File: src/sv/cugtp_pkg.sv
// shared constants, types and a helper function for the color grid test pattern unit
package cugtp_pkg;

   localparam int unsigned COORD_W     = 12;
   localparam int unsigned DIM_W       = 13;
   localparam int unsigned MAX_DIM     = 4096;
   localparam logic [DIM_W-1:0] DIM_RESET = 13'd1024;

   localparam int unsigned CSR_ADDR_W  = 3;
   localparam int unsigned CSR_DATA_W  = 32;

   typedef enum logic {
      REG_WIDTH  = 1'b0,
      REG_HEIGHT = 1'b1
   } reg_index_type;

   // long division: 32-bit dividend, 15-bit divisor, four quotient bits per stage
   localparam int unsigned DIV_W           = 32;
   localparam int unsigned DVSR_W          = 15;
   localparam int unsigned STEPS_PER_STAGE = 4;
   localparam int unsigned NUM_DIV_STAGES  = DIV_W / STEPS_PER_STAGE;
   localparam int unsigned HUE_FRAC_W      = 16;
   localparam int unsigned VAL_SHIFT       = 17;

   localparam int unsigned NUM_COLOR_STAGES = 5;
   localparam int unsigned NUM_STAGES       = 1 + NUM_DIV_STAGES + NUM_COLOR_STAGES;

   // hue step is 2**k with k between these bounds
   localparam int unsigned STEP_LOG_MIN = 3;
   localparam int unsigned STEP_LOG_MAX = 9;

   localparam logic [15:0] V_OFFSET = 16'd6554;

   localparam int unsigned NUM_TINTS = 4;
   localparam logic [7:0] TINT_BIG   [NUM_TINTS] = '{8'd7, 8'd12, 8'd17, 8'd38};
   localparam logic [7:0] TINT_SMALL [NUM_TINTS] = '{8'd3, 8'd6, 8'd8, 8'd19};
   localparam int unsigned TINT_BIT  [NUM_TINTS] = '{0, 2, 5, 7};
   localparam int unsigned GRID_BITS = 5;
   localparam logic [7:0] GRID_ADD   = 8'd63;

   localparam int unsigned TINT_W = 8;

   typedef struct packed {
      logic [DVSR_W-1:0] rem;
      logic [DIV_W-1:0]  dq;
      logic [DVSR_W-1:0] dvsr;
   } div_lane_type;

   typedef struct packed {
      div_lane_type      hue;
      div_lane_type      val;
      logic [TINT_W-1:0] tint;
   } div_item_type;

   // restoring division, four quotient bits per call
   function automatic div_lane_type div_step4(input div_lane_type a);
      div_lane_type  r;
      logic [DVSR_W:0] rem_sh;
      r = a;
      for (int i = 0; i < STEPS_PER_STAGE; i++) begin
         rem_sh = {r.rem, r.dq[DIV_W-1]};
         r.dq   = {r.dq[DIV_W-2:0], 1'b0};
         if (rem_sh >= {1'b0, r.dvsr}) begin
            r.rem   = DVSR_W'(rem_sh - {1'b0, r.dvsr});
            r.dq[0] = 1'b1;
         end else begin
            r.rem = rem_sh[DVSR_W-1:0];
         end
      end
      return r;
   endfunction

endpackage

File: src/sv/cugtp_prep.sv
// input stage: dimension clamp, hue quantization, divider setup and tint sum
module cugtp_prep (
   input  logic                              clock,
   input  logic                              en,
   input  logic [cugtp_pkg::COORD_W-1:0]     col,
   input  logic [cugtp_pkg::COORD_W-1:0]     row,
   input  logic [cugtp_pkg::DIM_W-1:0]       image_width,
   input  logic [cugtp_pkg::DIM_W-1:0]       image_height,
   output cugtp_pkg::div_item_type           item
);
   import cugtp_pkg::*;

   logic [DIM_W-1:0]   width_c;
   logic [DIM_W-1:0]   height_c;
   logic [DIM_W-4:0]   width_div8;
   logic [COORD_W-1:0] low_mask;
   logic [COORD_W-1:0] q;
   logic [TINT_W-1:0]  tint;
   div_item_type       item_in;
   div_item_type       item_ff;

   always_comb begin
      width_c = image_width;
      if (image_width == '0) begin
         width_c = DIM_W'(1);
      end else if (image_width > DIM_W'(MAX_DIM)) begin
         width_c = DIM_W'(MAX_DIM);
      end
      height_c = image_height;
      if (image_height == '0) begin
         height_c = DIM_W'(1);
      end else if (image_height > DIM_W'(MAX_DIM)) begin
         height_c = DIM_W'(MAX_DIM);
      end
   end

   // step is the smallest power of two at or above width/8, at least 8
   always_comb begin
      width_div8 = width_c[DIM_W-1:3];
      low_mask   = COORD_W'((1 << STEP_LOG_MIN) - 1);
      for (int k = STEP_LOG_MIN + 1; k <= STEP_LOG_MAX; k++) begin
         if (width_div8 > (DIM_W-3)'(1 << (k - 1))) begin
            low_mask = COORD_W'((1 << k) - 1);
         end
      end
      q = col & ~low_mask;
   end

   // all tints and the grid add saturate at 255, so one summed add is the same
   always_comb begin
      tint = '0;
      for (int t = 0; t < NUM_TINTS; t++) begin
         if (col[TINT_BIT[t]] == row[TINT_BIT[t]]) begin
            tint = tint + TINT_BIG[t];
         end else begin
            tint = tint + TINT_SMALL[t];
         end
      end
      if (col[GRID_BITS-1:0] == '0 || row[GRID_BITS-1:0] == '0) begin
         tint = tint + GRID_ADD;
      end
   end

   always_comb begin
      item_in.hue.rem  = '0;
      item_in.hue.dq   = {{(DIV_W-COORD_W-HUE_FRAC_W){1'b0}}, q, {HUE_FRAC_W{1'b0}}};
      item_in.hue.dvsr = DVSR_W'(width_c);
      item_in.val.rem  = '0;
      item_in.val.dq   = {{(DIV_W-COORD_W-VAL_SHIFT){1'b0}}, row, {VAL_SHIFT{1'b0}}};
      item_in.val.dvsr = DVSR_W'({height_c, 2'b00}) + DVSR_W'(height_c);
      item_in.tint     = tint;
   end

   always_ff @(posedge clock) begin
      if (en) begin
         item_ff <= item_in;
      end
   end

   assign item = item_ff;

endmodule

File: config.mk
export PLATFORM = sky130hd
export DESIGN_NAME = cugtp_prep
export DESIGN_NICKNAME = d
export VERILOG_FILES = /design/src/sv/cugtp_pkg.sv /design/src/sv/cugtp_prep.sv
export SDC_FILE = /design/constraint.sdc
export NUM_CORES = 1
export LEC_CHECK = 0
export BUFFER_PORTS_ARGS = -buffer_cell sky130_fd_sc_hd__buf_2
export CAP_MARGIN = 20
export CORE_MARGIN = 2
export CORE_UTILIZATION = 40
export DETAILED_ROUTE_END_ITERATION = 10
export GPL_ROUTABILITY_DRIVEN = 0
export MAX_ROUTING_LAYER = met4
export PLACE_DENSITY = 0.83
export SYNTH_ARGS = -nofsm -noshare
export SYNTH_HDL_FRONTEND = slang
export SYNTH_SLANG_ARGS = --single-unit
File: constraint.sdc
create_clock -name clock -period 3.5 [get_ports clock]
set_input_delay 0.35 -clock clock [delete_from_list [all_inputs] [get_ports clock]]
set_output_delay 0.35 -clock clock [all_outputs]
set_load 0.01 [all_outputs]
# Word-level counts from Yosys, hierarchy flattened
# Cells that the tools add are included.
# word_totals
regBits	60
latchBits	0
mem_bits_rw	0
mem_bits_ro	0
input_bits	52
word_cells	50
memories	0
# classes
n_addsub	8
multipliers	0
div	0
n_lt_le_gt_ge	8
eq_ne	4
shift	0
mux	15
bitwise	2
n_reduce_logical	6
# op_table
cell	count
12-bit two-way mux	5
13-bit two-way mux	4
8-bit two-way mux	4
13-bit greater-than comparator, second input constant	2
13-bit logical NOT	2
8-bit by 4-bit adder with 8-bit output, second input constant	2
8-bit by 5-bit adder with 8-bit output, second input constant	2
8-bit by 6-bit adder with 8-bit output, second input constant	2
15-bit by 13-bit adder with 15-bit output	1
12-bit AND	1
12-bit NOT	1
10-bit by 4-bit greater-than comparator with 1-bit output, second input constant	1
10-bit by 5-bit greater-than comparator with 1-bit output, second input constant	1
10-bit by 6-bit greater-than comparator with 1-bit output, second input constant	1
10-bit by 7-bit greater-than comparator with 1-bit output, second input constant	1
10-bit by 8-bit greater-than comparator with 1-bit output, second input constant	1
10-bit by 9-bit greater-than comparator with 1-bit output, second input constant	1
5-bit logical NOT	2
8-bit by 3-bit adder with 8-bit output, second input constant	1
1-bit == test	4
4-bit two-way mux	1
3-bit two-way mux	1
2-bit OR reduction	1
1-bit logical OR	1

# Longest topological paths before layout
# logic_depth
word_depth	12
depth_mapped	13
mapped_depth_nobuf	13

# Worst setup path before layout
# No wires, ideal clock.
# synth_timing
kind	input port to flip-flop
from	input port col[2] (netlist name)
to	register item_ff (netlist bit item[4]) (data pin)
setup_time_ns	0.258
t_arrival_ns	2.569
path_slack_ns	0.673
path_stages	10
n_path_buf	0
cell_sequence	xor2_1 -> inv_1 -> ha_1 -> nand2_2 -> nand2_2 -> ha_1 -> a211o_2 -> and3_2 -> or4_1 -> xnor2_1
# synth_rtl
element	line_no	rtl
start, declared	cugtp_prep.sv:5	input logic [cugtp_pkg::COORD_W-1:0] col,
end signal, assigned	cugtp_prep.sv:76	item_ff <= item_in;
end, declared	cugtp_prep.sv:20	div_item_type item_ff;

==> impl_metrics.yaml <==
sta:
  clock.fmax_mhz: 339
  final.setup.worst_slack_ns: 0.554
  setup_viol: 0
  slew_violations: 0
  period_share_pct: 84.2
  fin_hold_ws_ns: 0.178
  hold_viol_final: 0
  finalCriticalPeriod_ns: 2.95
  finalSetupTns_ns: 0
  rsz0062_at_grt: "false"
  relSlewSlack_pct: 34.3
  tightest_slew_ns: 0.985
cells_and_area:
  fin_util_pct: 47.3
  fin_cells: 532
  area_growth_pct: 16.4
  n_antenna_cell: 0
  drive_above_1_share_pct: 32.3
  largest_register_ffs: 57
  fillers: 792
  final_area_sq_um: 4090
  num-nets-final: 490
pwr:
  p_leak_nw: 1.85
  p_total_mw: 1.87
  power_frac_seq_pct: 45.3
  power_density_nw_per_um2: 458
  p_comb_share_pct: 22.5
  sw_frac_of_total_pct: 29.6
  p_int_mw: 1.32
  ir_drop_mv: 0.189
  clkPwrFrac_pct: 32.1
  p_sw_mw: 0.554
placement:
  portBuffers: 108
  pre_cts_slack_ns: 0.307
  dpl.hpwl_um: 5710
  place_area_sq_um: 3890
  dpl.cell_count: 516
drt:
  vias: 2489
  dr.pass1.iters: 4
  via_per_inst: 4.68
  wire_per_inst_um: 13.7
  drt_iter0_markers: 100
  drc: 0
  ant_nets: 0
  wirelength_um: 7310
clock_tree:
  numCtsBuffers: 9
  ctsResizeCount: 0
  cts.reportedPaths.clkPinSlew_ns: 0.07
  postCtsHoldBufs: 0
  tritoncts: "done"
  htree_levels: 3
  clock_path_buffers: 2
  clockRootBuffer: "clkbuf_8"
  cts.sinks: 57
  cts_setup_buffers: 0
die:
  design.die.area_sq_um: 9540
  die_h_um: 97.7
  io_pins: 184
  core_sq_um: 8640
  num_rows: 34
  start_util_pct: 40.7
  die_w_um: 97.7
global_route:
  grt_overflow: 0
  grt_pass1_wl_um: 11100
  antenna_found_initial: 0
  grt_max_degree: 46
  track_usage_pct: 15.3
  grt_pass1_vias: 2317
setup_path:
  start_kind: "input pin"
  slowest_stage: "xor2_1"
  critPathRequiredTime_ns: 3.56
  critPathMaxFanout: 7
  critPathTopFamily: "compound AO/OA/AOI/OAI gates"
  cpPeakStageDelay_ns: 0.45
  crit_arrival_ns: 3.01
  cp_cell_sequence: "buf_2, xor2_1, inv_1, ha_1, nand2_2, nand2_2, inv_2, ha_1, nand2b_1, a21oi_1, o21ai_0, o41ai_1, o21a_1, xnor2_1"
  critPathKind: "input pin to register"
  critPathCaptureType: "register"
  critPathBufInv: 3
yosys:
  synth_edf_count: 57
  syn_inst: 304
  syn_area_per_cell_sq_um: 11.5
  synth.cell_area_sq_um: 3510
  ys.flop_type: "edfxtp_1"
  ys_seq_area_share_pct: 48.8
  synth-async-reset-ratio_pct: 0
  synth-warning-count: 0
  ys_ff_latch: 57
  post_synth_num_cell_types: 52
min_path:
  worstHoldPathType: "input pin to register"
run:
  max-cap-violations: 0
run_status:
  outcome: "completed"
## placed cells by master (no fill, tap or decap), types with 2 or more instances in the layout
master	instances
nand4_1	2
edfxtp_1	57
and2_1	2
o21ai_0	2
a21oi_1	15
or3_1	2
a31oi_1	2
nand2_2	2
mux2i_1	2
conb_1	75
nor2_1	11
o211ai_1	2
clkinvlp_4	3
clkbuf_8	9
nor3_1	2
xor2_1	6
ha_1	18
xnor2_1	15
inv_1	3
inv_2	2
o21a_1	2
a21o_1	5
nor4_1	4
nand2_1	9
or4_1	4
and3_1	2
nand2b_1	2
o21ai_1	5
nor2b_1	23
buf_2	108
## cell type report
class	count	area (sq um)	area share (%)
Inverter	5	18.8	0.459
Timing Repair Buffer	109	548	13.4
Sequential cell	57	1710	41.9
Clock buffer	9	124	3.03
Tap cell	108	135	3.31
Multi-Input combinational cell	237	1480	36.2
Clock inverter	7	70.1	1.71
## cells by family after synthesis
| group | after synthesis | synth area share (%) |
|---|---|---|
| buffers and inverters | 84 | 17.0 |
| AO/OA/AOI/OAI | 45 | 8.48 |
| other | 1 | 0.107 |
| XOR/XNOR | 22 | 5.70 |
| adder cells (fa/ha/maj) | 19 | 6.99 |
| multiplexers | 2 | 0.570 |
| flip-flops | 57 | 48.8 |
| AND/OR/NAND/NOR | 74 | 12.4 |
## layer usage
metal  global-route usage, %  share of wire (%)
met2                    25.8                 49
met4                    6.20                1.3
met1                    17.3                 39
met3                    4.17                 11
met5                       -                  0
## power by group through the flow
| stage | Clock (mW) | Combinational (mW) | Sequential [mW] |
|---|---|---|---|
| after global placement | 0 | 0.403 | 0.862 |
| after CTS | 0.616 | 0.420 | 0.850 |
| after detailed placement | 0 | 0.416 | 0.865 |
| after floorplan | 0 | 0.279 | 0.904 |
| after global routing | 0.647 | 0.461 | 0.856 |
| final | 0.602 | 0.422 | 0.849 |
## worst paths after layout
path                    start                  end  slack [ns]  cells past startpoint
worst max-delay path   col[2]    item[6]$_DFFE_PP_        0.55                     14
worst min-delay path  col[11]  item[112]$_DFFE_PP_        0.18                      1
## synthesized netlist by cell type (3+ instances only)
cell | number | share of area [%]
xor2_1 | 6 | 1.5
o21ai_1 | 5 | 0.71
nand2_1 | 9 | 0.96
buf_4 | 75 | 16
edfxtp_1 | 57 | 49
or4_1 | 4 | 0.86
a21oi_1 | 15 | 2.1
nor4_1 | 4 | 0.71
xnor2_1 | 15 | 3.7
inv_1 | 3 | 0.32
nor2_1 | 11 | 1.2
clkbuf_1 | 4 | 0.43
a21o_1 | 5 | 1.1
nor2b_1 | 23 | 4.1
ha_1 | 18 | 6.4
No activity file was read; power rests on OpenSTA's default activity.
