### src/sv/cugtp_pkg.sv
// shared constants, types and a helper function for the color grid test pattern unit
package cugtp_pkg;

   localparam int unsigned COORD_W     = 12;
   localparam int unsigned DIM_W       = 13;
   localparam int unsigned MAX_DIM     = 4096;
   localparam logic [DIM_W-1:0] DIM_RESET = 13'd1024;

   localparam int unsigned CSR_ADDR_W  = 3;
   localparam int unsigned CSR_DATA_W  = 32;

   typedef enum logic {
      REG_WIDTH  = 1'b0,
      REG_HEIGHT = 1'b1
   } reg_index_type;

   // long division: 32-bit dividend, 15-bit divisor, four quotient bits per stage
   localparam int unsigned DIV_W           = 32;
   localparam int unsigned DVSR_W          = 15;
   localparam int unsigned STEPS_PER_STAGE = 4;
   localparam int unsigned NUM_DIV_STAGES  = DIV_W / STEPS_PER_STAGE;
   localparam int unsigned HUE_FRAC_W      = 16;
   localparam int unsigned VAL_SHIFT       = 17;

   localparam int unsigned NUM_COLOR_STAGES = 5;
   localparam int unsigned NUM_STAGES       = 1 + NUM_DIV_STAGES + NUM_COLOR_STAGES;

   // hue step is 2**k with k between these bounds
   localparam int unsigned STEP_LOG_MIN = 3;
   localparam int unsigned STEP_LOG_MAX = 9;

   localparam logic [15:0] V_OFFSET = 16'd6554;

   localparam int unsigned NUM_TINTS = 4;
   localparam logic [7:0] TINT_BIG   [NUM_TINTS] = '{8'd7, 8'd12, 8'd17, 8'd38};
   localparam logic [7:0] TINT_SMALL [NUM_TINTS] = '{8'd3, 8'd6, 8'd8, 8'd19};
   localparam int unsigned TINT_BIT  [NUM_TINTS] = '{0, 2, 5, 7};
   localparam int unsigned GRID_BITS = 5;
   localparam logic [7:0] GRID_ADD   = 8'd63;

   localparam int unsigned TINT_W = 8;

   typedef struct packed {
      logic [DVSR_W-1:0] rem;
      logic [DIV_W-1:0]  dq;
      logic [DVSR_W-1:0] dvsr;
   } div_lane_type;

   typedef struct packed {
      div_lane_type      hue;
      div_lane_type      val;
      logic [TINT_W-1:0] tint;
   } div_item_type;

   // restoring division, four quotient bits per call
   function automatic div_lane_type div_step4(input div_lane_type a);
      div_lane_type  r;
      logic [DVSR_W:0] rem_sh;
      r = a;
      for (int i = 0; i < STEPS_PER_STAGE; i++) begin
         rem_sh = {r.rem, r.dq[DIV_W-1]};
         r.dq   = {r.dq[DIV_W-2:0], 1'b0};
         if (rem_sh >= {1'b0, r.dvsr}) begin
            r.rem   = DVSR_W'(rem_sh - {1'b0, r.dvsr});
            r.dq[0] = 1'b1;
         end else begin
            r.rem = rem_sh[DVSR_W-1:0];
         end
      end
      return r;
   endfunction

endpackage

### src/sv/cugtp_color.sv
// hsv to rgb back end: hue ramps, value scaling, byte conversion, tint add
module cugtp_color (
   input  logic                                    clock,
   input  logic [cugtp_pkg::NUM_COLOR_STAGES-1:0]  en,
   input  cugtp_pkg::div_item_type                 item_in,
   output logic [7:0]                              red,
   output logic [7:0]                              green,
   output logic [7:0]                              blue
);
   import cugtp_pkg::*;

   // stage 0: hue times six, value with offset
   logic [15:0]       h16;
   logic [16:0]       v_sum;
   logic [18:0]       h6_in;
   logic [15:0]       v_in;
   logic [18:0]       h6_ff;
   logic [15:0]       v0_ff;
   logic [TINT_W-1:0] tint0_ff;

   // stage 1: ramps
   logic signed [20:0] hs;
   logic signed [20:0] dr, dg, db;
   logic signed [20:0] ar, ag, ab;
   logic [16:0]        ramp_in [3];
   logic [16:0]        ramp_ff [3];
   logic [15:0]        v1_ff;
   logic [TINT_W-1:0]  tint1_ff;

   // stage 2: ramp times value
   logic [32:0]        prod_ff [3];
   logic [TINT_W-1:0]  tint2_ff;

   // stage 3: times 255, top byte
   logic [40:0]        p255 [3];
   logic [7:0]         byte_ff [3];
   logic [TINT_W-1:0]  tint3_ff;

   // stage 4: saturating tint add
   logic [8:0]         sum9 [3];
   logic [7:0]         pix_in [3];
   logic [7:0]         pix_ff [3];

   function automatic logic [16:0] ramp_clamp(input logic signed [20:0] c);
      logic [16:0] r;
      if (c < 21'sd0) begin
         r = '0;
      end else if (c > 21'sd65536) begin
         r = 17'h10000;
      end else begin
         r = c[16:0];
      end
      return r;
   endfunction

   always_comb begin
      h16   = item_in.hue.dq[15:0];
      h6_in = 19'({h16, 2'b00}) + 19'({h16, 1'b0});
      v_sum = {1'b0, item_in.val.dq[15:0]} + {1'b0, V_OFFSET};
      if (item_in.val.dq[DIV_W-1:16] != '0 || v_sum[16]) begin
         v_in = 16'hFFFF;
      end else begin
         v_in = v_sum[15:0];
      end
   end

   always_comb begin
      hs = signed'({2'b00, h6_ff});
      dr = hs - 21'sd196608;
      dg = hs - 21'sd131072;
      db = hs - 21'sd262144;
      ar = (dr < 21'sd0) ? -dr : dr;
      ag = (dg < 21'sd0) ? -dg : dg;
      ab = (db < 21'sd0) ? -db : db;
      ramp_in[0] = ramp_clamp(ar - 21'sd65536);
      ramp_in[1] = ramp_clamp(21'sd131072 - ag);
      ramp_in[2] = ramp_clamp(21'sd131072 - ab);
   end

   always_comb begin
      for (int c = 0; c < 3; c++) begin
         // p * 255 = (p << 8) - p
         p255[c] = {prod_ff[c], 8'b0} - {8'b0, prod_ff[c]};
         sum9[c] = {1'b0, byte_ff[c]} + {1'b0, tint3_ff};
         pix_in[c] = sum9[c][8] ? 8'hFF : sum9[c][7:0];
      end
   end

   always_ff @(posedge clock) begin
      if (en[0]) begin
         h6_ff    <= h6_in;
         v0_ff    <= v_in;
         tint0_ff <= item_in.tint;
      end
      if (en[1]) begin
         ramp_ff  <= ramp_in;
         v1_ff    <= v0_ff;
         tint1_ff <= tint0_ff;
      end
      if (en[2]) begin
         for (int c = 0; c < 3; c++) begin
            prod_ff[c] <= 33'(ramp_ff[c]) * 33'(v1_ff);
         end
         tint2_ff <= tint1_ff;
      end
      if (en[3]) begin
         for (int c = 0; c < 3; c++) begin
            byte_ff[c] <= p255[c][39:32];
         end
         tint3_ff <= tint2_ff;
      end
      if (en[4]) begin
         pix_ff <= pix_in;
      end
   end

   assign red   = pix_ff[0];
   assign green = pix_ff[1];
   assign blue  = pix_ff[2];

endmodule

### config.mk
export PLATFORM = sky130hd
export DESIGN_NAME = cugtp_color
export DESIGN_NICKNAME = d
export VERILOG_FILES = /design/src/sv/cugtp_pkg.sv /design/src/sv/cugtp_color.sv
export SDC_FILE = /design/constraint.sdc
export NUM_CORES = 2
export LEC_CHECK = 0
export ABC_AREA = 1
export BUFFER_PORTS_ARGS = -buffer_cell sky130_fd_sc_hd__buf_2
export CELL_PAD_IN_SITES_DETAIL_PLACEMENT = 0
export CELL_PAD_IN_SITES_GLOBAL_PLACEMENT = 1
export CORE_MARGIN = 2
export CORE_UTILIZATION = 35
export DETAILED_ROUTE_END_ITERATION = 16
export PLACE_DENSITY = 0.66
export SLEW_MARGIN = 10
export SYNTH_ARGS = -nofsm -noshare
export SYNTH_HDL_FRONTEND = slang
export SYNTH_SLANG_ARGS = --single-unit
### constraint.sdc
create_clock -name clock -period 16.67 [get_ports clock]
set_clock_uncertainty 0.2 [all_clocks]
set_input_delay 3.334 -clock clock [delete_from_list [all_inputs] [get_ports clock]]
set_output_delay 3.334 -clock clock [all_outputs]
set_load 0.1 [all_outputs]
Yosys cells after proc, flatten, opt, wreduce, memory -nomap -nowiden
Memories as Yosys holds them, arrays and structs flattened.
Index checks and enable logic that the tools add are counted.
{ "totals": {"ff_bits": 158, "latchBits": 0, "mem_bits_rw": 123, "rom_bits": 0, "inputBits": 138, "out_inout_bits": 24, "word_cells": 62, "mem_count": 2} }
{ "memory_table": {"columns": ["name", "words", "word_bits", "read_ports", "rd_clocked_by_memory_dff", "wr", "line_no", "text"], "rows": [
  ["prod_ff", 3, 33, 3, 0, 3, "cugtp_color.sv:31", "logic [32:0] prod_ff [3];"],
  ["byte_ff", 3, 8, 3, 0, 3, "cugtp_color.sv:36", "logic [7:0] byte_ff [3];"]
]} }
{ "op_classes": {"addsub": 17, "n_mul": 3, "div_mod_pow": 0, "n_lt_le_gt_ge": 9, "eq_ne": 0, "shifts": 0, "n_mux": 10, "bitwise_logic": 0, "n_reduce_logical": 5} }
{ "op_table": {"columns": ["cell", "count"], "rows": [
  ["$sub 40x33->40", 3],
  ["$mul 17x16->33", 3],
  ["$gt 21x18->1 const B", 3],
  ["$lt 21x1->1 const B", 3],
  ["$mux 21", 3],
  ["$neg 20->21", 3],
  ["$lt 20x1->1 const B", 3],
  ["$mux 17", 3],
  ["$sub 19x21->21 const A", 2],
  ["$sub 19x18->20 const B", 2],
  ["$add 8x8->9", 3],
  ["$sub 21x18->21 const B", 1],
  ["$sub 19x19->20 const B", 1],
  ["$add 18x17->19", 1],
  ["$add 16x13->17 const B", 1],
  ["$reduce_bool 16->1", 1],
  ["$reduce_or 2->1", 3],
  ["$mux 1", 4],
  ["$logic_or 1x1->1", 1]
]} }

Depth between registers and ports, before layout
{ "logic_depth": {"word_depth": 6, "ltp_mapped": 30, "mapped_depth_nobuf": 28} }

Worst setup path before layout
OpenSTA, ideal clock, no wires.
{ "synth_path": {"path_type": "register -> register", "start": "register v1_ff[7]", "end": "memory prod_ff[2][32], in the netlist prod_ff[0][98] (data pin)", "setup_time_ps": 261, "arrival_time_ps": 5662, "required_ps": 16209, "path_slack_ps": 10547, "stages_incl_launch_ff": 26, "path_buffers": 2, "period_less_slack_ps": 6123, "cell_sequence": "edfxtp_1 > clkbuf_1 > clkbuf_1 > nand2_1 > fa_1 > inv_1 > fa_1 > inv_1 > fa_1 > inv_1 > fa_1 > fa_1 > inv_1 > fa_1 > inv_1 > ha_1 > a21oi_1 > o21ai_0 > o21bai_1 > a21oi_1 > o21ai_0 > nand2_1 > o211ai_1 > nand3_1 > nand2_1 > xor2_1"} }
{ "synth_rtl": {"columns": ["element", "line_no", "text"], "rows": [
  ["start: declaration", "cugtp_color.sv:27", "logic [15:0] v1_ff;"],
  ["start signal: assignment", "cugtp_color.sv:97", "v1_ff <= v0_ff;"],
  ["end: declaration", "cugtp_color.sv:31", null]
]} }

==> run_results.csv <==
group,metric,value,unit
die,core-area,118400,µm²
timing,tightest_slew,0.9309,ns
die,fp-row-count,126,
setup_path,worstPathRequired,16.80,ns
placement,gp_congestion,0.8305,
global_routing,antenna_found_initial,7,
clock_tree,cts_setup_buffers,0,
clock_tree,cts-htree-levels,2,
route,drtIter0Drc,1588,
run_status,status,"completed",
synth,avgSynthCellArea,8.228,µm²
route,first_pass_iters,5,
route,via_count,30892,
timing,timing.final.crit_share,0.4131,
route,post_drt_wl_per_cell,15.30,µm
synth,syn_nets,6248,
synth,syn_area,41860,µm²
clock_tree,ctsHoldBuffers,0,
clock_tree,cts_buffers,36,
clock_tree,cts_sinks,274,
clock_tree,post_cts_resized,0,
layout,finish.utilization,0.3799,
global_routing,track_usage,0.1736,
die,ioPinCount,162,
setup_path,critPathArrivalTime,7.01,ns
synth,ys_seq_area_frac,0.1966,
setup_path,worstSetupStartpointType,"register",
setup_path,critical_path_class,"reg -> reg",
timing,finalHoldViolCount,0,
timing,report.final.slew_viol_count,0,
clock_tree,cts_tree,"yes",
die,start_util,0.3535,
timing,hold_slack,0.2163,ns
synth,synth_cell_types,53,
timing,slew_headroom,0.3794,
clock_tree,clkSlewWorstSetupHoldPaths,0.06,ns
setup_path,worst_path_most_repeated_cell,"fa_1",
die,die_w,349.8,µm
global_routing,grt_pass1_wl,169600,µm
setup_path,cp-startpoint,"v1_ff[7]$_DFFE_PP_",
setup_path,crit_end,"prod_ff[0][98]$_DFFE_PP_",
job,maxCapViolCount,0,
placement,portBuffers,85,
synth,synth_warnings,0,
setup_path,critPathTopFamily,"adder cells",
timing,setup_violations,0,
timing,max_freq,0.1452,GHz
route,post-route-drc-count,0,
route,vias_per_cell,4.629,
clock_tree,clk_latency,0.58,ns
setup_path,cp_max_fo,48,
synth,synth_edf_count,274,
layout,area_growth,7.473,%
timing,fin_tns_setup,0,ns
setup_path,end_kind,"register",
setup_path,r2r_start,"v1_ff[7]$_DFFE_PP_",
layout,num_antenna_cells,0,
die,die-height,349.8,µm
setup_path,critical_path.slowest_cell,"fa_1",
setup_path,rr_endpoint,"prod_ff[0][98]$_DFFE_PP_",
global_routing,grt_pass1_vias,31900,
placement,place_ws,9.754,ns
synth,ys_ff_latch,274,
synth,ys_async_sr_fraction,0,
setup_path,worst-path-buf-inv,4,
setup_path,rrSetupSlack,9.78,ns
synth,synthCells,5087,
timing,rsz0062_at_grt,"no",
route,antenna_left,0,
layout,drive_above_1_share,0.05480,
synth,ys.flop_type,"edfxtp_1",
clock_tree,cts_buffer_depth,3,
setup_path,crit_path_cell_trace,"buf_4, nand2_1, fa_1, inv_1, fa_1, fa_1, fa_1, fa_1, inv_1, fa_1, inv_1, ha_1, a21oi_1, o21ai_0, o21bai_1, a21oi_1, o21ai_0, nand2_1, o211ai_1, nand3_1, nand2_1, xor2_1",
clock_tree,root_buffer,"clkbuf_16",
global_routing,grt-ovfl-total,0,
pwr,power_leakage,24.31,nW
pwr,p_total,7.958,mW
route,routed_wirelength,102100,µm
timing,layout_setup_ws,9.784,ns
setup_path,path_depth,22,
worst_hold_path,hp-class,"reg -> reg",
global_routing,grt_max_degree,66,
placement,dp_hpwl,79580,µm
pwr,peakVddDrop,0.1652,mV
die,die_area,122400,µm²
setup_path,cpPeakStageDelay,0.58,ns
timing,finalCriticalPeriod,6.886,ns
layout,finalNetCount,6209,
pwr,pwr_density_cell,176.9,nW/µm²
setup_path,reg2reg_depth,22,
[layout make-up]
| class | count | area [µm²] |
|---|---|---|
| Fill cell | 12381 | 73410 |
| Multi-Input combinational cell | 3324 | 28010 |
| Sequential cell | 274 | 8228 |
| Inverter | 1299 | 4876 |
| Tap cell | 1600 | 2002 |
| Clock buffer | 39 | 933.4 |
| Timing Repair Buffer | 113 | 640.6 |
| Clock inverter | 24 | 291.5 |
[layout by cell type, fill, tap and decap left out, types with 4 or more instances in the layout]
cell	synthesis	final
bufinv_16	0	6
a211oi_1	9	9
clkinv_1	0	7
nand4_1	41	41
buf_4	1	30
clkbuf_16	0	37
inv_1	1289	1289
nor2_1	187	187
nor2_2	38	38
xnor2_1	40	40
nor4_1	15	15
o21bai_1	13	13
fa_1	586	586
nand3_2	7	7
a21oi_1	202	201
a21o_1	13	13
nand3_1	104	104
nand2_4	5	5
o21ai_0	110	110
xor2_1	99	99
nand2_1	1264	1264
clkinvlp_4	0	6
nor2_4	6	6
a221oi_1	4	4
inv_2	10	10
o21ai_1	11	11
o31ai_1	7	7
buf_2	9	83
nand2_2	18	18
ha_1	437	437
a31oi_1	12	12
o21ai_2	5	5
o21a_1	10	10
nor3_1	31	31
or2_2	15	15
o211ai_1	8	8
edfxtp_1	274	274
[worst min-delay path by stage]
stage,from,endpoint,cells past startpoint
global route,v0_ff[13]$_SDFFCE_PP1P_,v1_ff[13]$_DFFE_PP_,0
CTS,v0_ff[2]$_SDFFCE_PP1P_,v1_ff[2]$_DFFE_PP_,0
global placement,v0_ff[2]$_SDFFCE_PP1P_,v1_ff[2]$_DFFE_PP_,0
detailed placement,tint2_ff[3]$_DFFE_PP_,tint3_ff[3]$_DFFE_PP_,0
floorplan,tint0_ff[0]$_DFFE_PP_,tint1_ff[0]$_DFFE_PP_,0
finish,v0_ff[14]$_SDFFCE_PP1P_,v1_ff[14]$_DFFE_PP_,0
[worst reg2reg max path: stages (launching register included)]
cell	delay, ns
edfxtp_1	0.32
buf_4	0.55
nand2_1	0.27
fa_1	0.58
inv_1	0.06
fa_1	0.48
fa_1	0.58
fa_1	0.45
fa_1	0.49
inv_1	0.05
fa_1	0.47
inv_1	0.04
ha_1	0.38
a21oi_1	0.21
o21ai_0	0.12
o21bai_1	0.16
a21oi_1	0.42
o21ai_0	0.23
nand2_1	0.10
o211ai_1	0.16
nand3_1	0.11
nand2_1	0.06
xor2_1	0.15
[stage by stage]
stage,std cells,cell area [µm²]
floorplan,5087,41860
global placement,6610,43760
detailed placement,6610,43760
CTS,6673,44980
global route,6673,44980
finish,6673,44980
[flip-flops by register name (all words and copies together), names as in the netlist, 16 cells and up]
signal / cells
byte_ff: 24
h6_ff: 18
prod_ff: 96
ramp_ff: 48
v0_ff: 16
v1_ff: 16
[synth_stat cells (10+ instances only)]
master	n	area, µm²
or2_2	15	93.84
o21ai_1	11	55.05
xor2_1	99	867.1
a21o_1	13	97.59
nand3_1	104	520.5
xnor2_1	40	350.3
nor4_1	15	93.84
nor3_1	31	155.2
clkbuf_1	174	653.1
inv_2	10	37.54
a21oi_1	202	1011
nand4_1	41	256.5
fa_1	586	11730
nor2_1	187	701.9
ha_1	437	5468
nand2_2	18	112.6
inv_1	1289	4838
o21bai_1	13	97.59
o21ai_0	110	550.5
nor2_2	38	237.7
edfxtp_1	274	8228
o21a_1	10	75.07
a31oi_1	12	75.07
nand2_1	1264	4745
[cell families (layout without fill, tap and decap cells)]
family	count (synthesis)	count (layout)	synth area share
AND/OR/NAND/NOR	1745	1745	0.1734
flip-flops	274	274	0.1966
XOR/XNOR	139	139	0.02909
adder cells (fa/ha/maj)	1023	1023	0.4109
buffers and inverters	1489	1475	0.1343
AO/OA/AOI/OAI	417	417	0.05578
[metal layers]
layer	global-route usage	vias up	routed length [µm]
li1	-	15258	-
met4	0.04126	6	2272
met3	0.02062	127	4400
met2	0.2777	531	45120
met5	0	-	47
met1	0.2500	14970	50290
[power breakdown]
| part | switching, mW | internal [mW] | total, mW |
|---|---|---|---|
| clock network | 0.315 | 0.498 | 0.813 |
| logic | 3.66 | 2.11 | 5.77 |
| registers | 0.180 | 1.20 | 1.38 |
| total | 4.15 | 3.81 | 7.96 |
No activity file was read; power rests on OpenSTA's default activity.
