===== src/sv/cugtp_pkg.sv =====
// shared constants, types and a helper function for the color grid test pattern unit
package cugtp_pkg;

   localparam int unsigned COORD_W     = 12;
   localparam int unsigned DIM_W       = 13;
   localparam int unsigned MAX_DIM     = 4096;
   localparam logic [DIM_W-1:0] DIM_RESET = 13'd1024;

   localparam int unsigned CSR_ADDR_W  = 3;
   localparam int unsigned CSR_DATA_W  = 32;

   typedef enum logic {
      REG_WIDTH  = 1'b0,
      REG_HEIGHT = 1'b1
   } reg_index_type;

   // long division: 32-bit dividend, 15-bit divisor, four quotient bits per stage
   localparam int unsigned DIV_W           = 32;
   localparam int unsigned DVSR_W          = 15;
   localparam int unsigned STEPS_PER_STAGE = 4;
   localparam int unsigned NUM_DIV_STAGES  = DIV_W / STEPS_PER_STAGE;
   localparam int unsigned HUE_FRAC_W      = 16;
   localparam int unsigned VAL_SHIFT       = 17;

   localparam int unsigned NUM_COLOR_STAGES = 5;
   localparam int unsigned NUM_STAGES       = 1 + NUM_DIV_STAGES + NUM_COLOR_STAGES;

   // hue step is 2**k with k between these bounds
   localparam int unsigned STEP_LOG_MIN = 3;
   localparam int unsigned STEP_LOG_MAX = 9;

   localparam logic [15:0] V_OFFSET = 16'd6554;

   localparam int unsigned NUM_TINTS = 4;
   localparam logic [7:0] TINT_BIG   [NUM_TINTS] = '{8'd7, 8'd12, 8'd17, 8'd38};
   localparam logic [7:0] TINT_SMALL [NUM_TINTS] = '{8'd3, 8'd6, 8'd8, 8'd19};
   localparam int unsigned TINT_BIT  [NUM_TINTS] = '{0, 2, 5, 7};
   localparam int unsigned GRID_BITS = 5;
   localparam logic [7:0] GRID_ADD   = 8'd63;

   localparam int unsigned TINT_W = 8;

   typedef struct packed {
      logic [DVSR_W-1:0] rem;
      logic [DIV_W-1:0]  dq;
      logic [DVSR_W-1:0] dvsr;
   } div_lane_type;

   typedef struct packed {
      div_lane_type      hue;
      div_lane_type      val;
      logic [TINT_W-1:0] tint;
   } div_item_type;

   // restoring division, four quotient bits per call
   function automatic div_lane_type div_step4(input div_lane_type a);
      div_lane_type  r;
      logic [DVSR_W:0] rem_sh;
      r = a;
      for (int i = 0; i < STEPS_PER_STAGE; i++) begin
         rem_sh = {r.rem, r.dq[DIV_W-1]};
         r.dq   = {r.dq[DIV_W-2:0], 1'b0};
         if (rem_sh >= {1'b0, r.dvsr}) begin
            r.rem   = DVSR_W'(rem_sh - {1'b0, r.dvsr});
            r.dq[0] = 1'b1;
         end else begin
            r.rem = rem_sh[DVSR_W-1:0];
         end
      end
      return r;
   endfunction

endpackage


===== src/sv/cugtp_div_stage.sv =====
// one divider stage: four restoring steps on both the hue and value quotients
module cugtp_div_stage (
   input  logic                    clock,
   input  logic                    en,
   input  cugtp_pkg::div_item_type item_in,
   output cugtp_pkg::div_item_type item_out
);
   import cugtp_pkg::*;

   div_item_type item_in_c;
   div_item_type item_ff;

   always_comb begin
      item_in_c.hue  = div_step4(item_in.hue);
      item_in_c.val  = div_step4(item_in.val);
      item_in_c.tint = item_in.tint;
   end

   always_ff @(posedge clock) begin
      if (en) begin
         item_ff <= item_in_c;
      end
   end

   assign item_out = item_ff;

endmodule


===== config.mk =====
export PLATFORM = sky130hd
export DESIGN_NAME = cugtp_div_stage
export DESIGN_NICKNAME = d
export VERILOG_FILES = /design/src/sv/cugtp_pkg.sv /design/src/sv/cugtp_div_stage.sv
export SDC_FILE = /design/constraint.sdc
export NUM_CORES = 1
export LEC_CHECK = 0
export CORE_ASPECT_RATIO = 0.75
export CORE_MARGIN = 1
export CORE_UTILIZATION = 28
export DETAILED_ROUTE_END_ITERATION = 7
export DONT_BUFFER_PORTS = 1
export PLACE_DENSITY_LB_ADDON = 0.05
export SYNTH_ARGS = -nofsm -noshare
export SYNTH_HDL_FRONTEND = slang
export SYNTH_SLANG_ARGS = --single-unit

===== constraint.sdc =====
create_clock -name clock -period 20.4 [get_ports clock]
set_input_delay 6.12 -clock clock [delete_from_list [all_inputs] [get_ports clock]]
set_output_delay 6.12 -clock clock [all_outputs]
set_load 0.02 [all_outputs]

==> Word level (Yosys, flattened, before mapping) <==
Cells that the tools add are included.
{ "totals": {"reg_bits": 132, "ramBits": 0, "latch_bits": 0, "mem_bits_ro": 0, "in_bits": 134, "memories": 0, "out_inout_bits": 132} }
{ "classes": {"multipliers": 0, "reduce_logical": 0, "div": 0, "magnitude_cmp": 8, "bitwise": 0, "n_addsub": 8, "shifts": 0, "mux": 16, "eq_ne": 0} }
{ "ops": {"columns": ["cell", "count"], "rows": [
  ["16-bit by 15-bit greater-or-equal comparator with 1-bit output", 8],
  ["15-bit two-way mux", 8],
  ["15-bit subtractor", 8],
  ["1-bit two-way mux", 8]
]} }

==> Depth between registers and ports, before layout <==
Gate-level depths: netlist of run 1.
{ "depth": {"word_depth": 8, "depth_mapped": 49} }

==> Worst setup path before layout of run 1 <==
Ideal clock, no wire load.
{ "synth_timing": {"path_kind": "input to register", "startpoint": "in item_in[54] in the netlist's numbering", "endpoint": "reg item_ff (netlist bit item_out[69]), data pin", "n_path_buf": 5, "path_slack_ns": 4.885, "t_arrival_ns": 15.256, "cell_stages": 47, "t_required_ns": 20.141, "setup_time_ns": 0.259, "cell_sequence": "inv_1 ha_1 inv_1 fa_1 a21oi_1 o21ai_1 a211oi_2 nor2_1 o32ai_4 inv_1 clkbuf_1 o21ai_0 fa_1 nor2b_1 o211a_1 a211oi_2 a21oi_1 o211a_1 [11 not listed] a21o_1 a21oi_1 and3_1 buf_2 buf_2 mux2i_1 ha_1 nor2b_1 o21ai_0 a21boi_0 o21a_1 o31a_1 o21ai_0 nand3_1 a31oi_1 buf_2 a211oi_1 a211o_1"} }
{ "synth_rtl": {"columns": ["element", "line", "text"], "rows": [
  ["from (decl)", "cugtp_div_stage.sv:5", "input cugtp_pkg::div_item_type item_in,"],
  ["to (signal assigned)", "cugtp_div_stage.sv:21", "item_ff <= item_in_c;"],
  ["to (decl)", "cugtp_div_stage.sv:11", "div_item_type item_ff;"]
]} }

==> results of run 1 <==
-- Yosys cell counts (10+ instances only) --
library cell	number
a211o_1	12
a211oi_1	16
a21o_1	38
a21oi_1	76
a31oi_1	11
and3_1	10
buf_2	13
edfxtp_1	132
ha_1	120
inv_1	72
mux2_2	46
mux2i_1	10
nand2_1	83
nand2b_1	19
nand3_1	21
nand4_1	11
nor2_1	67
nor2b_1	19
nor3_1	28
o211ai_1	11
o21a_1	13
o21ai_0	79
xnor2_1	51
xor2_1	33
-- where the power goes --
part / switching, mW / internal (mW)
Sequential: 0.101 / 0.423
Combinational: 0.909 / 0.725
Clock: 0.139 / 0.196
-- through the flow --
step                std cells  area [um2]
CTS                      1657       12300
global route             1657       12300
floorplan                1134       11200
finish                   1657       12300
global placement         1625       11700
detailed placement       1625       11700
-- cell type report --
cell class              instances  area [um2]  share of cell area
well taps                     512         641              0.0519
clock buffers                  17         425              0.0345
flip-flops and latches        132        3960               0.321
multi-input cells             904        6820               0.553
inverters                      74         278              0.0225
clock inverters                15         191              0.0155
repair buffers                  3        22.5             0.00182
-- cell families after synthesis --
| family | Yosys count |
|---|---|
| compound gates | 324 |
| xor+xnor | 84 |
| fa+ha+maj | 128 |
| buf+inv | 98 |
| flops | 132 |
| mux | 64 |
| simple gates | 304 |
-- path summary, 6_finish.rpt --
kind                       end  cells after the start
setup / recovery  item_out[68]                     42
hold / removal    item_out[82]                      0
-- per-layer routing --
layer	global-route usage	up-vias	wire length, um
met3	0.0512	9	2920
li1	-	4272	-
met2	0.229	330	13500
met4	0.0316	0	160
met1	0.276	4091	19500
met5	0	-	0
==> impl_metrics.csv, run 1 <==
group,metric,value,unit
clocking,cts-hold-fix-buffers,0,
worst_hold_path,min_from,"item_in[82]",
setup_path,startpoint,"item_in[54]",
timing,fin_setup_tns,0,ps
timing,maxSlewHeadroom,0.224,
power,p_per_area,202,nW/um2
synthesis,synth_xor_area_frac,0.0658,
clocking,cts_resized,0,
timing,slew_violations,0,
synthesis,synth_fa_ha_area_frac,0.149,
layout,areaGrowthSynthToFinish,10.4,%
clocking,cts_root_buf,"clkbuf_16",
setup_path,critPathRequiredTime,20580,ps
detailed_routing,dr.first_iter.drc_count,574,
die,die_area,40700,um2
clocking,cts_htree_levels,4,
synthesis,synth_warnings,0,
layout,fin_util,0.318,
clocking,cts.clk_slew.worst_paths,80,ps
synthesis,synthDistinctLibCells,70,
power,design_power_total,2.49,mW
global_route,grt_max_degree,133,
timing,period_needed,17470,ps
detailed_routing,drtAntennaViolNets,0,
power,leakage,5.01,nW
synthesis,synth_compound_area_frac,0.194,
detailed_routing,drc,0,
timing,hold_viol,0,
clocking,post_cts_buffers,0,
synthesis,synthArstFlopShare,0,
timing,worst_slack,2930,ps
placement,place.gp.congestion,0.832,
clocking,cts_made_buffers,17,
outcome,status,"completed",
global_route,grt_pass1_vias,8106,
placement,io_buffer_count,0,
layout,nets,1394,
synthesis,synth-edff-count,132,
clocking,cts_max_path_buffers,2,
synthesis,syn_inst,1134,
detailed_routing,route.detailed.wl_per_inst,21.8,um
setup_path,critPathKind,"input pin to register",
synthesis,synth.avg_cell_area,9.86,um2
detailed_routing,vias_per_cell,5.25,
global_route,antenna_found_initial,0,
setup_path,cp_slowest_cell,"and3_1",
layout,drive_gt1_frac,0.0987,
global_route,grt_overflow,0,
synthesis,yosys.area.top_type_share,0.355,
setup_path,path_delay_family,"compound AO/OA/AOI/OAI gates",
die,rows,62,
synthesis,ys_seq_area_frac,0.355,
die,fp.coreArea,38800,um2
die,io_pins,266,
synthesis,synthesis.area,11200,um2
synthesis,synth_top_area_cell,"edfxtp_1",
timing,rsz0062_at_grt,"no",
die,initial_core_util,0.288,
setup_path,critPathCaptureType,"register",
placement,pre_cts_ws,2480,ps
job,cap_violations,0,
layout,largest_reg_flops,132,
clocking,clock_sinks,132,
synthesis,ys.flop_type,"edfxtp_1",
die,die_x,233,um
synthesis,yosys-top-cells-area,"edfxtp_1 (35%), ha_1 (13%), mux2_2 (4.6%)",
die,die_height,175,um
synthesis,synthMuxAreaShare,0.0660,
global_route,grt_usage,0.175,
detailed_routing,drt-total-wl,36.1,mm
setup_path,crit_fanout,36,
timing,maxClockFrequency,57.2,MHz
detailed_routing,detail_route.first_pass.iterations,5,
synthesis,ys_ff_latch,132,
power,peakVddDrop,0.0000789,V
timing,min_period_over_period,0.856,
timing,timing.hold.ws,5760,ps
synthesis,syn_nets,1396,
timing,setup_viol,0,
clocking,cts_tree,"yes",
detailed_routing,via_count,8702,
setup_path,cpPeakStageDelay,1000,ps
setup_path,worst_ep_arrival_time,17650,ps
layout,final_cell_mix,"edfxtp_1 (132), ha_1 (120), nand2_1 (83)",
timing,tightestPinTransition,1160,ps
layout,final_common_cell,"edfxtp_1",
layout,n_fill_cell,3976,
setup_path,cp-start-kind,"input pin",
layout,num_antenna_cells,0,
placement,hpwl,29.0,mm
global_route,grt_pass1_wl,52.7,mm
worst_hold_path,hp-class,"input pin to register",
setup_path,path_buf_inv,7,
synthesis,synth_top_family_by_area,"compound AO/OA/AOI/OAI gates",
synthesis,synthSimpleGateAreaFrac,0.136,
Power figures use the tool's default switching activity.
==> run 2: changes to the inputs <==
--- a/config.mk
+++ b/config.mk
@@ -7,10 +7,11 @@
 export LEC_CHECK = 0
 export CORE_ASPECT_RATIO = 0.75
 export CORE_MARGIN = 1
-export CORE_UTILIZATION = 28
+export CORE_UTILIZATION = 40
 export DETAILED_ROUTE_END_ITERATION = 7
 export DONT_BUFFER_PORTS = 1
 export PLACE_DENSITY_LB_ADDON = 0.05
+export RECOVER_POWER = 100
 export SYNTH_ARGS = -nofsm -noshare
 export SYNTH_HDL_FRONTEND = slang
 export SYNTH_SLANG_ARGS = --single-unit
==> run 2 against run 1 <==
Net effect: the run now ends with max-capacitance violations, max-slew violations left; flip-flop and latch count unchanged; maximum frequency decreased by 4.9%; final area decreased by 2.6%; highest routed layer unchanged; critical path depth unchanged; clock-buffer cell count unchanged; clock power decreased by 7.5%; die area decreased by 30%; worst setup slack got worse by 900 ps; largest cell class unchanged; critical endpoint is now item_out[64]; global-route usage increased by 5.3 points.
==> impl_metrics.csv, run 2 (synthesis gave the netlist of run 1 again) <==
group,metric,value,unit
outcome,status,"finished with violations",
outcome,violations,"max-capacitance violations, max-slew violations",
power,seqPwrFrac,0.217,
setup_path,critPathCaptureType,"register",
setup_path,path_delay_family,"compound AO/OA/AOI/OAI gates",
layout,drive_gt1_frac,0.0839,
die,die_area,28600,um2
clocking,cts_tree,"yes",
power,p_per_area,199,nW/um2
layout,n_fill_cell,2622,
die,io_pins,266,
global_route,grt_pass1_wl,49.4,mm
detailed_routing,via_count,8646,
power,switching_share,0.464,
power,leakage,4.93,nW
setup_path,path_buf_inv,7,
detailed_routing,dr.first_iter.drc_count,538,
clocking,cts.clk_slew.worst_paths,70,ps
timing,maxSlewHeadroom,-0.211,
setup_path,worst_ep_arrival_time,18530,ps
clocking,cts-hold-fix-buffers,0,
setup_path,cp_slowest_cell,"a221oi_1",
timing,hold_viol,0,
layout,nets,1394,
clocking,clock_sinks,132,
timing,min_period_over_period,0.901,
timing,worst_slack,2030,ps
setup_path,cp-start-kind,"input pin",
detailed_routing,drtAntennaViolNets,0,
timing,fin_setup_tns,0,ps
die,die_x,195,um
clocking,cts_made_buffers,17,
power,p_sw,1.11,mW
clocking,cts_htree_levels,4,
setup_path,critPathKind,"input pin to register",
die,rows,52,
placement,io_buffer_count,0,
worst_hold_path,hp-class,"input pin to register",
clocking,cts_root_buf,"clkbuf_16",
global_route,antenna_found_initial,0,
layout,multi_input_area,6750,um2
detailed_routing,drt-total-wl,32.9,mm
die,fp.coreArea,27200,um2
clocking,cts_max_path_buffers,2,
setup_path,cpPeakStageDelay,1450,ps
timing,rsz0062_at_grt,"no",
power,power.internal,1.28,mW
setup_path,critPathRequiredTime,20560,ps
layout,seq_area,3960,um2
placement,place.gp.congestion,0.918,
job,cap_violations,2,
timing,maxClockFrequency,54.4,MHz
power,peakVddDrop,0.0000908,V
detailed_routing,vias_per_cell,5.78,
global_route,grt_usage,0.228,
setup_path,crit_fanout,36,
placement,pre_cts_ws,2730,ps
detailed_routing,detail_route.first_pass.iterations,5,
timing,period_needed,18370,ps
clocking,cts_resized,0,
timing,tightestPinTransition,1820,ps
detailed_routing,drc,0,
power,p_clk_frac,0.130,
power,combPwrFrac,0.654,
die,die_height,147,um
layout,num_antenna_cells,0,
layout,final_common_cell,"edfxtp_1",
clocking,post_cts_buffers,0,
die,initial_core_util,0.411,
timing,slew_violations,33,
layout,final_cell_mix,"edfxtp_1 (132), ha_1 (120), nand2_1 (83)",
placement,hpwl,26.3,mm
layout,areaGrowthSynthToFinish,7.54,%
detailed_routing,route.detailed.wl_per_inst,22.0,um
global_route,grt_max_degree,133,
layout,fin_util,0.442,
global_route,grt_pass1_vias,8030,
layout,largest_reg_flops,132,
global_route,grt_overflow,0,
timing,setup_viol,0,
==> run 2: final cells by class <==
cell class,count,share of cell area
multi-input cells,904,0.561
well taps,351,0.0365
repair buffers,3,0.00156
clock inverters,14,0.0127
inverters,74,0.0231
flip-flops and latches,132,0.330
clock buffers,17,0.0354
==> run 2: final timing paths <==
check / start / endpoint / slack, ps / cells after the start
max: item_in[54] / item_out[64] / 2030 / 42
min: item_in[87] / item_out[91] / 5790 / 0
==> run 2: power groups by stage <==
stage | clock network, mW | registers (mW) | logic [mW]
after floorplan | 0 | 0.506 | 1.27
after global placement | 0 | 0.527 | 1.61
after detailed placement | 0 | 0.525 | 1.60
after CTS | 0.320 | 0.521 | 1.61
after global routing | 0.328 | 0.523 | 1.73
final | 0.310 | 0.519 | 1.57
==> run 2: through the flow <==
step	power [mW]	instance area (um2)	std cells	hold slack (ps)
finish	2.40	12000	1495	5790
global route	2.59	12000	1495	5760
CTS	2.45	12100	1495	5760
detailed placement	2.12	11500	1464	6220
global placement	2.13	11500	1464	6220
floorplan	1.77	11200	1134	6220
==> run 2: layer usage <==
metal | routed length [um] | share of wire | global-route usage | vias to the layer above
met5 | 0 | 0 | 0 | -
met4 | 219 | 0.0066 | 0.0378 | 0
met3 | 2570 | 0.078 | 0.0675 | 9
met2 | 13200 | 0.40 | 0.317 | 293
met1 | 17000 | 0.52 | 0.347 | 4086
li1 | - | - | - | 4258
==> run 3: changes to the inputs <==
==> constraint.sdc (replaced) <==
create_clock -name clock -period 15.2 [get_ports clock]
set_input_delay 4.56 -clock clock [delete_from_list [all_inputs] [get_ports clock]]
set_output_delay 4.56 -clock clock [all_outputs]
set_load 0.02 [all_outputs]
==> run 3 against run 2 <==
Net effect: the run now ends clean; via count rose by 0.76%; final cell count up 0.54%; first-iteration DRC count increased by 24%; clock power is 37% higher; critical endpoint is now item_out[66]; combinational power increased by 36%; global-route usage increased by 0.19 points; non-clock buffer count rose by 7; routed wire length hardly changed; critical path depth grew 1.
==> impl_metrics.csv, run 3 (synthesis gave the netlist of run 1 again) <==
group,metric,value,unit
outcome,status,"completed",
power,p_clk_frac,0.130,
setup_path,cpPeakStageDelay,390,ps
power,p_per_area,268,nW/um2
detailed_routing,vias_per_cell,5.80,
placement,place.gp.congestion,0.890,
clocking,cts.clk_slew.worst_paths,80,ps
global_route,grt_usage,0.230,
timing,period_needed,14400,ps
clocking,clock_sinks,132,
layout,num_antenna_cells,0,
timing,rsz0062_at_grt,"no",
detailed_routing,route.detailed.wl_per_inst,21.9,um
clocking,cts_made_buffers,17,
timing,setup_viol,0,
clocking,cts_root_buf,"clkbuf_16",
worst_hold_path,hp-class,"input pin to register",
detailed_routing,dr.first_iter.drc_count,669,
setup_path,crit_fanout,20,
setup_path,cp-start-kind,"input pin",
timing,fin_setup_tns,0,ps
die,io_pins,266,
timing,tightestPinTransition,743,ps
detailed_routing,drtAntennaViolNets,0,
timing,slew_violations,0,
power,peakVddDrop,0.000171,V
timing,maxSlewHeadroom,0.498,
global_route,grt_overflow,0,
die,fp.coreArea,27200,um2
global_route,grt_max_degree,133,
power,power.internal,1.74,mW
setup_path,critPathCaptureType,"register",
die,die_area,28600,um2
die,die_x,195,um
setup_path,path_delay_family,"compound AO/OA/AOI/OAI gates",
setup_path,cp_slowest_cell,"fa_1",
clocking,cts_max_path_buffers,2,
power,design_power_total,3.26,mW
placement,io_buffer_count,0,
power,p_sw,1.52,mW
layout,final_common_cell,"edfxtp_1",
layout,drive_gt1_frac,0.0998,
detailed_routing,detail_route.first_pass.iterations,5,
clocking,cts_resized,0,
layout,final_cell_mix,"edfxtp_1 (132), ha_1 (120), nand2_1 (83)",
global_route,antenna_found_initial,0,
setup_path,critPathKind,"input pin to register",
placement,hpwl,26.5,mm
power,seqPwrFrac,0.214,
timing,hold_viol,0,
detailed_routing,drt-total-wl,32.9,mm
die,rows,52,
timing,maxClockFrequency,69.5,MHz
layout,areaGrowthSynthToFinish,8.80,%
die,initial_core_util,0.411,
clocking,post_cts_buffers,0,
clocking,cts_tree,"yes",
setup_path,path_buf_inv,5,
setup_path,path_common_cell,"a21o_1",
global_route,grt_pass1_wl,49.6,mm
detailed_routing,via_count,8712,
placement,dp_cells,1471,
detailed_routing,drc,0,
layout,nets,1401,
global_route,grt_pass1_vias,8039,
timing,min_period_over_period,0.947,
job,cap_violations,0,
die,die_height,147,um
layout,largest_reg_flops,132,
clocking,cts-hold-fix-buffers,0,
power,leakage,4.99,nW
power,switching_share,0.466,
layout,layout.cells.non_filler,1503,
clocking,cts_htree_levels,4,
power,combPwrFrac,0.656,
setup_path,critPathRequiredTime,15360,ps
setup_path,worst_ep_arrival_time,14560,ps
==> run 3: path summary, 6_finish.rpt <==
kind	depth (start not counted)	slack [ps]	end	startpoint
hold / removal	0	4220	item_out[74]	item_in[74]
setup / recovery	43	800	item_out[66]	item_in[54]
==> run 3: stage by stage <==
stage	hold WS [ps]	utilization	area (um2)	worst slack [ps]
2_1_floorplan	4660	-	11200	1250
3_3_place_gp	4660	0.426	11600	371
3_5_place_dp	4660	0.426	11600	181
4_1_cts	4190	0.448	12200	604
5_1_grt	4180	0.447	12200	31.2
6_report	4220	0.447	12200	805
==> run 3: metal layers <==
metal / global-route usage / wire length (um) / vias up
met5: 0 / 0 / -
li1: - / - / 4271
met4: 0.0441 / 249 / 0
met2: 0.305 / 12700 / 364
met1: 0.359 / 17100 / 4066
met3: 0.0686 / 2820 / 11
==> run 3: area by class of cell <==
type / count / area, um2
Inverter: 74 / 278
Fill cell: 2587 / 15000
Clock buffer: 18 / 429
Clock inverter: 14 / 166
Tap cell: 351 / 439
Timing Repair Buffer: 10 / 75.1
Sequential cell: 132 / 3960
Multi-Input combinational cell: 904 / 6810
==> run 3: power by group through the flow <==
stage	registers, mW	logic (mW)	clock network (mW)
CTS	0.701	2.17	0.436
global placement	0.710	2.17	0
floorplan	0.679	1.70	0
detailed placement	0.708	2.16	0
global route	0.704	2.36	0.451
finish	0.697	2.14	0.424
